File: config.mk
export PLATFORM = sky130hd
export DESIGN_NAME = multi_policy_cpu_scheduler
export DESIGN_NICKNAME = d
export VERILOG_FILES = /design/src/mpcs_pkg.sv /design/src/mpcs_ctrl.sv /design/src/mpcs_dp.sv /design/src/multi_policy_cpu_scheduler.sv
export SDC_FILE = /design/constraint.sdc
export NUM_CORES = 2
export LEC_CHECK = 0
export ABC_AREA = 1
export BUFFER_PORTS_ARGS = -buffer_cell sky130_fd_sc_hd__clkbuf_2
export CAP_MARGIN = 0
export CORE_MARGIN = 10
export CORE_UTILIZATION = 55
export DETAILED_ROUTE_END_ITERATION = 10
export PLACE_DENSITY = 0.72
export RECOVER_POWER = 25
export SYNTH_ARGS = -nofsm -noshare
export SYNTH_HDL_FRONTEND = slang
export SYNTH_SLANG_ARGS = --single-unit
File: constraint.sdc
create_clock -name clk -period 6.2 [get_ports clk]
set_input_delay 0.93 -clock clk [delete_from_list [all_inputs] [get_ports clk]]
set_output_delay 0.93 -clock clk [all_outputs]
set_load 0.01 [all_outputs]
File: src/mpcs_pkg.sv
// ----------------------------------------------------------------------------
// mpcs_pkg
// Types, codes and helper functions shared by the scheduler modules.
// ----------------------------------------------------------------------------
package mpcs_pkg;

    localparam logic [2:0] POL_FCFS = 3'd0;
    localparam logic [2:0] POL_SJF  = 3'd1;
    localparam logic [2:0] POL_PRIO = 3'd2;
    localparam logic [2:0] POL_RR   = 3'd3;
    localparam logic [2:0] POL_SRTF = 3'd4;
    localparam logic [2:0] POL_PPRI = 3'd5;

    localparam logic REG_POLICY = 1'b0;
    localparam logic REG_SLICE  = 1'b1;

    localparam logic [1:0] RD_IDX  = 2'd0;
    localparam logic [1:0] RD_NEXT = 2'd1;
    localparam logic [1:0] RD_BEST = 2'd2;

    typedef struct packed {
        logic [7:0]  pid;
        logic [15:0] arrival;
        logic [15:0] burst_total;
        logic [15:0] remaining;
        logic [7:0]  priority_val;
    } rec_t;

    typedef struct packed {
        logic       clr;
        logic       push_in;
        logic       rd_en;
        logic [1:0] rd_sel;
        logic       pick_eval;
        logic       idx_inc;
        logic       idx_best;
        logic       take_ld;
        logic       shift_wr;
        logic       cnt_dec;
        logic       run;
        logic       idx_clr;
        logic       chk_eval;
        logic       requeue;
        logic       done;
    } cmd_t;

    typedef struct packed {
        logic cur_valid;
        logic has_entries;
        logic is_rr;
        logic last;
        logic chk_need;
    } stat_t;

    function automatic logic [15:0] rec_key(rec_t r, logic [2:0] pol);
        logic [15:0] k;
        case (pol)
            POL_SJF:  k = r.burst_total;
            POL_PRIO: k = {8'd0, r.priority_val};
            POL_PPRI: k = {8'd0, r.priority_val};
            POL_SRTF: k = r.remaining;
            default:  k = r.arrival;
        endcase
        return k;
    endfunction

endpackage

File: src/mpcs_ctrl.sv
// ----------------------------------------------------------------------------
// mpcs_ctrl
// Sequencer that walks the ready table for picks, compaction and requeue tests.
// ----------------------------------------------------------------------------
module mpcs_ctrl
(
    input  logic              clk,
    input  logic              rst_n,
    input  logic              start,
    input  logic              func,
    input  mpcs_pkg::stat_t   stat,
    output mpcs_pkg::cmd_t    cmd,
    output logic              busy
);

    typedef enum logic [3:0] {
        ST_IDLE, ST_PICK_RD, ST_PICK_EV, ST_TAKE_RD, ST_TAKE_LD, ST_SHIFT_TST,
        ST_SHIFT_RD, ST_SHIFT_WR, ST_DEC, ST_RUN, ST_CHK_RD, ST_CHK_EV,
        ST_REQ, ST_DONE
    } state_t;

    state_t state_reg;
    state_t state_next;
    logic   busy_reg;

    always_comb
    begin
        cmd = '0;
        state_next = state_reg;
        case (state_reg)
            ST_IDLE:
            begin
                if (start)
                begin
                    cmd.clr = 1'b1;
                    cmd.idx_clr = 1'b1;
                    if (!func)
                    begin
                        cmd.push_in = 1'b1;
                        state_next = ST_DONE;
                    end
                    else if (!stat.cur_valid && stat.has_entries)
                    begin
                        state_next = stat.is_rr ? ST_TAKE_RD : ST_PICK_RD;
                    end
                    else
                    begin
                        state_next = ST_RUN;
                    end
                end
            end
            ST_PICK_RD:
            begin
                cmd.rd_en = 1'b1;
                cmd.rd_sel = mpcs_pkg::RD_IDX;
                state_next = ST_PICK_EV;
            end
            ST_PICK_EV:
            begin
                cmd.pick_eval = 1'b1;
                if (stat.last)
                begin
                    state_next = ST_TAKE_RD;
                end
                else
                begin
                    cmd.idx_inc = 1'b1;
                    state_next = ST_PICK_RD;
                end
            end
            ST_TAKE_RD:
            begin
                cmd.rd_en = 1'b1;
                cmd.rd_sel = mpcs_pkg::RD_BEST;
                cmd.idx_best = 1'b1;
                state_next = ST_TAKE_LD;
            end
            ST_TAKE_LD:
            begin
                cmd.take_ld = 1'b1;
                state_next = ST_SHIFT_TST;
            end
            ST_SHIFT_TST:
            begin
                state_next = stat.last ? ST_DEC : ST_SHIFT_RD;
            end
            ST_SHIFT_RD:
            begin
                cmd.rd_en = 1'b1;
                cmd.rd_sel = mpcs_pkg::RD_NEXT;
                state_next = ST_SHIFT_WR;
            end
            ST_SHIFT_WR:
            begin
                cmd.shift_wr = 1'b1;
                cmd.idx_inc = 1'b1;
                state_next = ST_SHIFT_TST;
            end
            ST_DEC:
            begin
                cmd.cnt_dec = 1'b1;
                state_next = ST_RUN;
            end
            ST_RUN:
            begin
                cmd.run = 1'b1;
                cmd.idx_clr = 1'b1;
                state_next = stat.chk_need ? ST_CHK_RD : ST_REQ;
            end
            ST_CHK_RD:
            begin
                cmd.rd_en = 1'b1;
                cmd.rd_sel = mpcs_pkg::RD_IDX;
                state_next = ST_CHK_EV;
            end
            ST_CHK_EV:
            begin
                cmd.chk_eval = 1'b1;
                if (stat.last)
                begin
                    state_next = ST_REQ;
                end
                else
                begin
                    cmd.idx_inc = 1'b1;
                    state_next = ST_CHK_RD;
                end
            end
            ST_REQ:
            begin
                cmd.requeue = 1'b1;
                state_next = ST_DONE;
            end
            ST_DONE:
            begin
                cmd.done = 1'b1;
                state_next = ST_IDLE;
            end
            default:
            begin
                state_next = ST_IDLE;
            end
        endcase
    end

    always_ff @(posedge clk or negedge rst_n)
    begin
        if (!rst_n)
        begin
            state_reg <= ST_IDLE;
            busy_reg  <= 1'b0;
        end
        else
        begin
            state_reg <= state_next;
            busy_reg  <= (state_next != ST_IDLE);
        end
    end

    assign busy = busy_reg;

endmodule

File: src/mpcs_dp.sv
// ----------------------------------------------------------------------------
// mpcs_dp
// Ready table memory, running process record, scan registers and result word.
// ----------------------------------------------------------------------------
module mpcs_dp
#(
    parameter int READY_DEPTH = 16
)
(
    input  logic              clk,
    input  logic              rst_n,
    input  mpcs_pkg::cmd_t    cmd,
    output mpcs_pkg::stat_t   stat,
    input  logic [2:0]        pol,
    input  logic [7:0]        time_slice,
    input  logic [7:0]        pid,
    input  logic [15:0]       arrival_time,
    input  logic [15:0]       burst_length,
    input  logic [7:0]        priority_req,
    output logic              done,
    output logic              add_rejected,
    output logic              running_valid,
    output logic [7:0]        running_pid,
    output logic              newly_scheduled,
    output logic              finished,
    output logic              preempted,
    output logic [4:0]        ready_count
);

    localparam int AW = (READY_DEPTH > 1) ? $clog2(READY_DEPTH) : 1;
    localparam int CW = $clog2(READY_DEPTH + 1);
    localparam logic [CW-1:0] DEPTH_C = CW'(READY_DEPTH);

    mpcs_pkg::rec_t mem [READY_DEPTH];
    mpcs_pkg::rec_t rd_data_reg;

    logic [CW-1:0]  count_reg;
    logic [AW-1:0]  idx_reg;
    logic [AW-1:0]  best_reg;
    logic [15:0]    min_reg;
    logic           want_reg;
    logic           cur_valid_reg;
    mpcs_pkg::rec_t cur_reg;
    logic [7:0]     slice_reg;

    logic           done_reg;
    logic           rej_reg;
    logic           run_reg;
    logic [7:0]     rpid_reg;
    logic           fresh_reg;
    logic           fin_reg;
    logic           pre_reg;

    logic [CW-1:0]  idx_p1;
    logic           full;
    logic           wr_en;
    logic [AW-1:0]  wr_addr;
    mpcs_pkg::rec_t wr_data;
    logic [AW-1:0]  rd_addr;
    mpcs_pkg::rec_t in_rec;
    logic [15:0]    rd_key;
    logic [15:0]    cur_key;
    logic [7:0]     slice_inc;
    logic [7:0]     quantum;
    logic           do_requeue;
    logic [CW+4:0]  count_ext;

    assign idx_p1  = CW'(idx_reg) + CW'(1);
    assign full    = (count_reg == DEPTH_C);
    assign in_rec  = '{pid: pid, arrival: arrival_time, burst_total: burst_length,
                       remaining: burst_length, priority_val: priority_req};
    assign rd_key  = mpcs_pkg::rec_key(rd_data_reg, pol);
    assign cur_key = mpcs_pkg::rec_key(cur_reg, pol);
    assign slice_inc = (slice_reg == 8'hFF) ? slice_reg : slice_reg + 8'd1;
    assign quantum = (time_slice == 8'd0) ? 8'd1 : time_slice;
    assign do_requeue = cmd.requeue && cur_valid_reg && want_reg && !full;

    always_comb
    begin
        wr_en   = 1'b0;
        wr_addr = count_reg[AW-1:0];
        wr_data = in_rec;
        if (cmd.push_in && !full)
        begin
            wr_en = 1'b1;
        end
        else if (cmd.shift_wr)
        begin
            wr_en   = 1'b1;
            wr_addr = idx_reg;
            wr_data = rd_data_reg;
        end
        else if (do_requeue)
        begin
            wr_en   = 1'b1;
            wr_data = cur_reg;
        end
    end

    always_comb
    begin
        case (cmd.rd_sel)
            mpcs_pkg::RD_NEXT: rd_addr = idx_p1[AW-1:0];
            mpcs_pkg::RD_BEST: rd_addr = best_reg;
            default:           rd_addr = idx_reg;
        endcase
    end

    always_ff @(posedge clk)
    begin
        if (wr_en)
        begin
            mem[wr_addr] <= wr_data;
        end
        if (cmd.rd_en)
        begin
            rd_data_reg <= mem[rd_addr];
        end
    end

    always_ff @(posedge clk)
    begin
        if (cmd.idx_clr)
        begin
            idx_reg <= '0;
        end
        else if (cmd.idx_best)
        begin
            idx_reg <= best_reg;
        end
        else if (cmd.idx_inc)
        begin
            idx_reg <= idx_p1[AW-1:0];
        end
        if (cmd.clr)
        begin
            best_reg <= '0;
        end
        else if (cmd.pick_eval && (idx_reg == '0 || rd_key < min_reg))
        begin
            best_reg <= idx_reg;
        end
        if (cmd.pick_eval && (idx_reg == '0 || rd_key < min_reg))
        begin
            min_reg <= rd_key;
        end
    end

    always_ff @(posedge clk or negedge rst_n)
    begin
        if (!rst_n)
        begin
            count_reg     <= '0;
            cur_valid_reg <= 1'b0;
            cur_reg       <= '0;
            slice_reg     <= '0;
            want_reg      <= 1'b0;
            done_reg      <= 1'b0;
            rej_reg       <= 1'b0;
            run_reg       <= 1'b0;
            rpid_reg      <= '0;
            fresh_reg     <= 1'b0;
            fin_reg       <= 1'b0;
            pre_reg       <= 1'b0;
        end
        else
        begin
            done_reg <= cmd.done;
            if (cmd.clr)
            begin
                want_reg  <= 1'b0;
                rej_reg   <= 1'b0;
                run_reg   <= 1'b0;
                rpid_reg  <= '0;
                fresh_reg <= 1'b0;
                fin_reg   <= 1'b0;
                pre_reg   <= 1'b0;
            end
            if (cmd.push_in)
            begin
                if (full)
                begin
                    rej_reg <= 1'b1;
                end
                else
                begin
                    count_reg <= count_reg + CW'(1);
                end
            end
            if (cmd.take_ld)
            begin
                cur_reg       <= rd_data_reg;
                cur_valid_reg <= 1'b1;
                slice_reg     <= '0;
                fresh_reg     <= 1'b1;
            end
            if (cmd.cnt_dec)
            begin
                count_reg <= count_reg - CW'(1);
            end
            if (cmd.run && cur_valid_reg)
            begin
                run_reg  <= 1'b1;
                rpid_reg <= cur_reg.pid;
                if (cur_reg.remaining <= 16'd1)
                begin
                    fin_reg       <= 1'b1;
                    cur_valid_reg <= 1'b0;
                    cur_reg       <= '0;
                    slice_reg     <= '0;
                end
                else
                begin
                    cur_reg.remaining <= cur_reg.remaining - 16'd1;
                    if (pol == mpcs_pkg::POL_RR && slice_inc >= quantum)
                    begin
                        want_reg  <= 1'b1;
                        slice_reg <= '0;
                    end
                    else
                    begin
                        slice_reg <= slice_inc;
                    end
                end
            end
            if (cmd.chk_eval && rd_key < cur_key)
            begin
                want_reg <= 1'b1;
            end
            if (do_requeue)
            begin
                count_reg     <= count_reg + CW'(1);
                pre_reg       <= 1'b1;
                cur_valid_reg <= 1'b0;
                cur_reg       <= '0;
                slice_reg     <= '0;
            end
        end
    end

    assign stat.cur_valid   = cur_valid_reg;
    assign stat.has_entries = (count_reg != '0);
    assign stat.is_rr       = (pol == mpcs_pkg::POL_RR);
    assign stat.last        = (idx_p1 >= count_reg);
    assign stat.chk_need    = cur_valid_reg && (cur_reg.remaining > 16'd1) &&
                              (pol == mpcs_pkg::POL_SRTF || pol == mpcs_pkg::POL_PPRI) &&
                              (count_reg != '0);

    assign count_ext       = {5'd0, count_reg};
    assign done            = done_reg;
    assign add_rejected    = rej_reg;
    assign running_valid   = run_reg;
    assign running_pid     = rpid_reg;
    assign newly_scheduled = fresh_reg;
    assign finished        = fin_reg;
    assign preempted       = pre_reg;
    assign ready_count     = count_ext[4:0];

`ifndef SYNTHESIS
    a_count_bound: assert property (@(posedge clk) disable iff (!rst_n)
        count_reg <= DEPTH_C)
        else $error("Ready table count exceeds its depth.");
    a_fin_pre: assert property (@(posedge clk) disable iff (!rst_n)
        !(fin_reg && pre_reg))
        else $error("A process both finished and was requeued.");
    a_rej_norun: assert property (@(posedge clk) disable iff (!rst_n)
        done_reg && rej_reg |-> !run_reg && !fresh_reg)
        else $error("A rejected arrival reports a running process.");
    a_fresh_run: assert property (@(posedge clk) disable iff (!rst_n)
        fresh_reg && done_reg |-> run_reg)
        else $error("A newly scheduled process did not run.");
`endif

endmodule

File: src/multi_policy_cpu_scheduler.sv
// ----------------------------------------------------------------------------
// multi_policy_cpu_scheduler
// Single-CPU scheduler with FCFS, SJF, priority, round robin, SRTF and preemptive priority policies.
// ----------------------------------------------------------------------------
// A word is accepted on a rising edge with start high and busy low. With func
// low the word is an arrival that is appended to the ready table; with func
// high it is one time tick that may pick a process and then runs it for one
// unit. Every word gives one result word, shown for one cycle while done is
// high; the receiver cannot stall it.
// A tick that needs no pick goes straight to running the current process. A
// pick first searches the table for the minimum key (skipped for round robin),
// then loads the winner and moves every entry behind it down to close the gap.
// SRTF and preemptive priority then test each table entry against the running
// process for a requeue. All of these passes go through the single read port
// of the table memory. busy is high from the cycle after accept until done
// rises.
// Reset clears the table count, the running process and the registers
// (policy FCFS, time slice 4). Registers sit on the APB port at 0 and 4.
// ----------------------------------------------------------------------------
module multi_policy_cpu_scheduler
#(
    parameter int READY_DEPTH = 16
)
(
    input  logic        clk,
    input  logic        rst_n,
    input  logic        psel,
    input  logic        penable,
    input  logic        pwrite,
    input  logic [2:0]  paddr,
    input  logic [31:0] pwdata,
    output logic [31:0] prdata,
    output logic        pready,
    input  logic        start,
    output logic        busy,
    input  logic        func,
    input  logic [7:0]  pid,
    input  logic [15:0] arrival_time,
    input  logic [15:0] burst_length,
    input  logic [7:0]  priority_req,
    output logic        done,
    output logic        add_rejected,
    output logic        running_valid,
    output logic [7:0]  running_pid,
    output logic        newly_scheduled,
    output logic        finished,
    output logic        preempted,
    output logic [4:0]  ready_count
);

    logic [2:0]       policy_reg;
    logic [7:0]       slice_reg;
    logic [2:0]       pol;
    logic             ctrl_start;
    mpcs_pkg::cmd_t   cmd;
    mpcs_pkg::stat_t  stat;

    always_ff @(posedge clk or negedge rst_n)
    begin
        if (!rst_n)
        begin
            policy_reg <= mpcs_pkg::POL_FCFS;
            slice_reg  <= 8'd4;
        end
        else if (psel && penable && pwrite)
        begin
            case (paddr[2])
                mpcs_pkg::REG_POLICY: policy_reg <= pwdata[2:0];
                mpcs_pkg::REG_SLICE:  slice_reg  <= pwdata[7:0];
                default:              policy_reg <= policy_reg;
            endcase
        end
    end

    assign pready = 1'b1;
    assign prdata = (paddr[2] == mpcs_pkg::REG_SLICE) ? {24'd0, slice_reg}
                                                      : {29'd0, policy_reg};
    assign pol = (policy_reg > mpcs_pkg::POL_PPRI) ? mpcs_pkg::POL_FCFS : policy_reg;
    assign ctrl_start = start && !busy;

    mpcs_ctrl u_ctrl
    (
        .clk   (clk),
        .rst_n (rst_n),
        .start (ctrl_start),
        .func  (func),
        .stat  (stat),
        .cmd   (cmd),
        .busy  (busy)
    );

    mpcs_dp #(.READY_DEPTH(READY_DEPTH)) u_dp
    (
        .clk             (clk),
        .rst_n           (rst_n),
        .cmd             (cmd),
        .stat            (stat),
        .pol             (pol),
        .time_slice      (slice_reg),
        .pid             (pid),
        .arrival_time    (arrival_time),
        .burst_length    (burst_length),
        .priority_req    (priority_req),
        .done            (done),
        .add_rejected    (add_rejected),
        .running_valid   (running_valid),
        .running_pid     (running_pid),
        .newly_scheduled (newly_scheduled),
        .finished        (finished),
        .preempted       (preempted),
        .ready_count     (ready_count)
    );

endmodule
==> run summary <==
==========================================================================================
Number of DRC violations after detailed routing .............................            0
Area delta synth->final .....................................................        10.6%
Run status .................................................................. finished with violations
Max frequency ...............................................................      204 MHz
Sum of net half-perimeters after detailed placement .........................    70,700 µm
Number of enable flip-flop cells after synthesis ............................        1,104
Total congestion overflow after global routing ..............................            0
Fraction of synthesized cell area taken by the top area cell type ...........        0.648
Drt wl/cell .................................................................      24.3 µm
Wire length of the first global-routing pass ................................   194,000 µm
Flip-flop count of the largest register after layout ........................        1,024
Endpoints failing hold ......................................................            0
Number of H-tree levels .....................................................            3
Max-slew headroom ...........................................................       -0.802
GRT Overall Usage ...........................................................        0.237
Final cell area excluding filler cells ......................................   0.0565 mm²
Power density cells .........................................................   533 mW/mm²
Die span in y ...............................................................       325 µm
Switching portion of total power ............................................        0.395
Leakage power total .........................................................      19.9 nW
CTS root buf ................................................................ sky130_fd_sc_hd__clkbuf_16
Routed length on met1 .......................................................    54,000 µm
Leading register cell type out of synthesis ................................. sky130_fd_sc_hd__edfxtp_1
Placer's final routability congestion estimate ..............................        0.857
Starting density of the core ................................................        0.556
Area of the multi-input gates ...............................................   0.0130 mm²
Total internal power ........................................................     0.0182 W
Violations in the final reports ............................................. capacitance limit, slew limit
Floorplan core area .........................................................   0.0919 mm²
Slew @ Worst Pin ............................................................      2.69 ns
Data arrival time of the critical path ......................................      5.27 ns
Clock edge transition at the registers on the reported setup and hold paths .      0.06 ns
Clock skew ..................................................................    0.0318 ns
Iteration count of the initial detailed-routing pass ........................            6
Number of vias per cell .....................................................         6.20
Sequential group share of total power .......................................        0.367
Switching power .............................................................     0.0119 W
Startpoint-to-endpoint class of the critical path ...........................   reg -> reg
Rows ........................................................................          111
#FFs+latches synth ..........................................................        1,221
Antenna Nets Post-Route .....................................................            0
Initial antenna violation count .............................................            2
RSZ-0062 raised after global routing ........................................        false
Share of power burned in combinational logic ................................        0.401
Number of ports placed on the die boundary ..................................          143
CP Launch Point ............................................................. policy_reg[0]
Setup TNS ...................................................................         0 ns
TritonCTS clock tree ........................................................         done
Area of the die .............................................................    0.106 mm²
Share of layout cells above drive strength 1 ................................       0.0853
Fin crit share ..............................................................        0.791
Number of different library cells in the post-synthesis netlist .............           54
Total standard cell area after synthesis ....................................   0.0511 mm²
Topmost layer with routed signal wires ......................................         met5
Warnings from Yosys .........................................................            0
Number of global-route vias before repair ...................................       31,300
Total placed instance area ..................................................   0.0529 mm²
Final Max Slew Viols ........................................................          131
Maximum buffer depth of the clock tree ......................................            3
Class of the tightest hold or removal check .................................   reg -> reg
Max Fanout on Critical Path .................................................           31
Pin count of the biggest net entering global routing ........................          148
Minimum clock period after layout ...........................................      4.90 ns
Async set-reset flop share out of synthesis .................................       0.0893
Tightest hold margin ........................................................     0.468 ns
Register cell area after layout .............................................   0.0360 mm²
Hold-fix buffers, CTS .......................................................            0
Clk pwr share ...............................................................        0.232
Number of failing setup endpoints in the final timing report ................            0
Final wirelength ............................................................   130,000 µm
Starting DRT DRC Count ......................................................        4,265
Met2 WL .....................................................................    58,900 µm
Data required, critical path ................................................      6.56 ns
Routed wire length on met3 ..................................................    13,400 µm
Share of the yosys chip area belonging to registers .........................        0.705
Clock net sink count ........................................................        1,221
Total of buffers placed on input and output ports ...........................           91
Post-CTS setup buffer count .................................................            0
Largest cells by area after synthesis ....................................... sky130_fd_sc_hd__edfxtp_1 65%, sky130_fd_sc_hd__dfrtp_1 5.3%, sky130_fd_sc_hd__nor2_1 4.6%, sky130_fd_sc_hd__o21ai_0 3.3%, sky130_fd_sc_hd__o211ai_1 2.6%
Resized Gates After CTS .....................................................            0
Syn Area/Cell ...............................................................     12.9 µm²
Max-cap violations ..........................................................            4
Worst hold start ............................................................ u_dp.newly_scheduled
Worst setup SP type .........................................................    flip-flop
Count of mapped cells out of synthesis ......................................        3,953
Number of buffers added by the clock tree synthesis step ....................          117
Final #Nets .................................................................        4,137
R2R Path Start .............................................................. policy_reg[0]
Most area-hungry cell type in the Yosys netlist ............................. sky130_fd_sc_hd__edfxtp_1
Fill cell count .............................................................        6,831
Via count ...................................................................       33,100
Critical path capture point type ............................................    flip-flop
Total inserted antenna cells ................................................            0
Clock latency at the later pin of the worst-skew pair .......................      0.70 ns
Width of the chip ...........................................................       325 µm
Maximum VDD drop ............................................................     0.610 mV
==========================================================================================
cells in the mapped netlist, types with 3 or more instances:
library cell and count:
sky130_fd_sc_hd__edfxtp_1 1104, sky130_fd_sc_hd__nor2_1 625, sky130_fd_sc_hd__o21ai_0 339, sky130_fd_sc_hd__nand2_1 334
sky130_fd_sc_hd__inv_1 217, sky130_fd_sc_hd__o211ai_1 177, sky130_fd_sc_hd__o221ai_1 151, sky130_fd_sc_hd__mux2i_1 128
sky130_fd_sc_hd__o32ai_1 127, sky130_fd_sc_hd__clkbuf_1 122, sky130_fd_sc_hd__dfrtp_1 108, sky130_fd_sc_hd__buf_2 93
sky130_fd_sc_hd__a21oi_1 75, sky130_fd_sc_hd__o22ai_1 53, sky130_fd_sc_hd__ha_1 52, sky130_fd_sc_hd__nand3_1 39
sky130_fd_sc_hd__buf_4 34, sky130_fd_sc_hd__xor2_1 20, sky130_fd_sc_hd__inv_2 18, sky130_fd_sc_hd__buf_6 16
sky130_fd_sc_hd__nand4_1 13, sky130_fd_sc_hd__a31oi_1 12, sky130_fd_sc_hd__a211oi_1 11, sky130_fd_sc_hd__buf_1 11
sky130_fd_sc_hd__a221oi_1 8, sky130_fd_sc_hd__dfxtp_1 8, sky130_fd_sc_hd__o21ai_1 7, sky130_fd_sc_hd__nor2_2 6
sky130_fd_sc_hd__nor3_1 6, sky130_fd_sc_hd__a22oi_1 3, sky130_fd_sc_hd__a311oi_1 3, sky130_fd_sc_hd__nor2_4 3
sky130_fd_sc_hd__nor4_1 3, sky130_fd_sc_hd__o2111ai_1 3
final cells by class:
type                       count  area share
sequential                  1221       0.637
clock inverter                65      0.0104
tap                         1243      0.0275
multi-input combinational   2243       0.230
timing repair buffer         176      0.0229
clock buffer                 152      0.0559
inverter                     236      0.0160
power groups by stage:
stage | logic (W) | registers (W) | clock network, W
after floorplan | 0.00878 | 0.0110 | 0
after global placement | 0.0117 | 0.0112 | 0
after detailed placement | 0.0120 | 0.0112 | 0
after CTS | 0.0120 | 0.0110 | 0.00704
after global routing | 0.0132 | 0.0111 | 0.00737
final | 0.0121 | 0.0111 | 0.00699
worst paths after layout:
path / end / slack (ns) / depth (start not counted)
min: u_dp.newly_scheduled / 0.47 / 2
max in group asynchronous: u_dp.cur_reg[17] / 1.36 / 3
min in group asynchronous: slice_reg[4] / 0.79 / 1
max reg2reg: u_dp.min_reg[1] / 1.30 / 15
max: u_dp.min_reg[1] / 1.30 / 15
min reg2reg: u_dp.newly_scheduled / 0.47 / 2
kinds of logic after synthesis:
family          count (synthesis)  synth area share
flops                        1221             0.705
simple gates                 1036            0.0793
fa+ha+maj                      52            0.0127
compound gates                981             0.130
mux                           128            0.0251
buf+inv                       512            0.0447
xor+xnor                       21           0.00360
other cells                     2          0.000147
stage by stage:
stage / instances / worst slack (ns) / total power, W / utilization
finish: 5336 / 1.30 / 0.0301 / 0.615
global route: 5336 / 0.794 / 0.0317 / 0.615
CTS: 5336 / 1.61 / 0.0301 / 0.617
detailed placement: 5119 / 1.65 / 0.0231 / 0.576
global placement: 5119 / 1.69 / 0.0228 / 0.576
floorplan: 3976 / 1.37 / 0.0198 / -
cell usage in the layout (no fill, tap or decap), types with 108 or more instances in the layout:
cell type,synthesis,layout
sky130_fd_sc_hd__mux2i_1,128,128
sky130_fd_sc_hd__o211ai_1,177,177
sky130_fd_sc_hd__nor2_1,625,610
sky130_fd_sc_hd__edfxtp_1,1104,1104
sky130_fd_sc_hd__o21ai_0,339,339
sky130_fd_sc_hd__dfrtp_1,108,108
sky130_fd_sc_hd__clkbuf_16,0,118
sky130_fd_sc_hd__o221ai_1,151,151
sky130_fd_sc_hd__inv_1,217,218
sky130_fd_sc_hd__o32ai_1,127,127
sky130_fd_sc_hd__nand2_1,334,335
critical path: stages, from the launching register on:
cell and delay, ns:
sky130_fd_sc_hd__dfrtp_1 0.53, sky130_fd_sc_hd__inv_1 0.18, sky130_fd_sc_hd__nand3_1 0.27, sky130_fd_sc_hd__nand3_1 0.15
sky130_fd_sc_hd__buf_4 0.40, sky130_fd_sc_hd__clkinv_1 0.11, sky130_fd_sc_hd__clkbuf_1 0.46, sky130_fd_sc_hd__a221oi_1 0.66
sky130_fd_sc_hd__nor2_1 0.17, sky130_fd_sc_hd__ha_1 0.33, sky130_fd_sc_hd__nand3_1 0.09, sky130_fd_sc_hd__a31oi_1 0.08
sky130_fd_sc_hd__a2111oi_0 0.35, sky130_fd_sc_hd__nand2_1 0.27, sky130_fd_sc_hd__a21boi_2 0.17, sky130_fd_sc_hd__buf_4 0.32
per-layer routing:
layer | vias to the layer above | global-route usage
met5 | - | 0
met4 | 2 | 0.0691
met3 | 231 | 0.0500
met2 | 1720 | 0.362
met1 | 16400 | 0.341
li1 | 14800 | -
No activity file was read; power rests on OpenSTA's default activity.
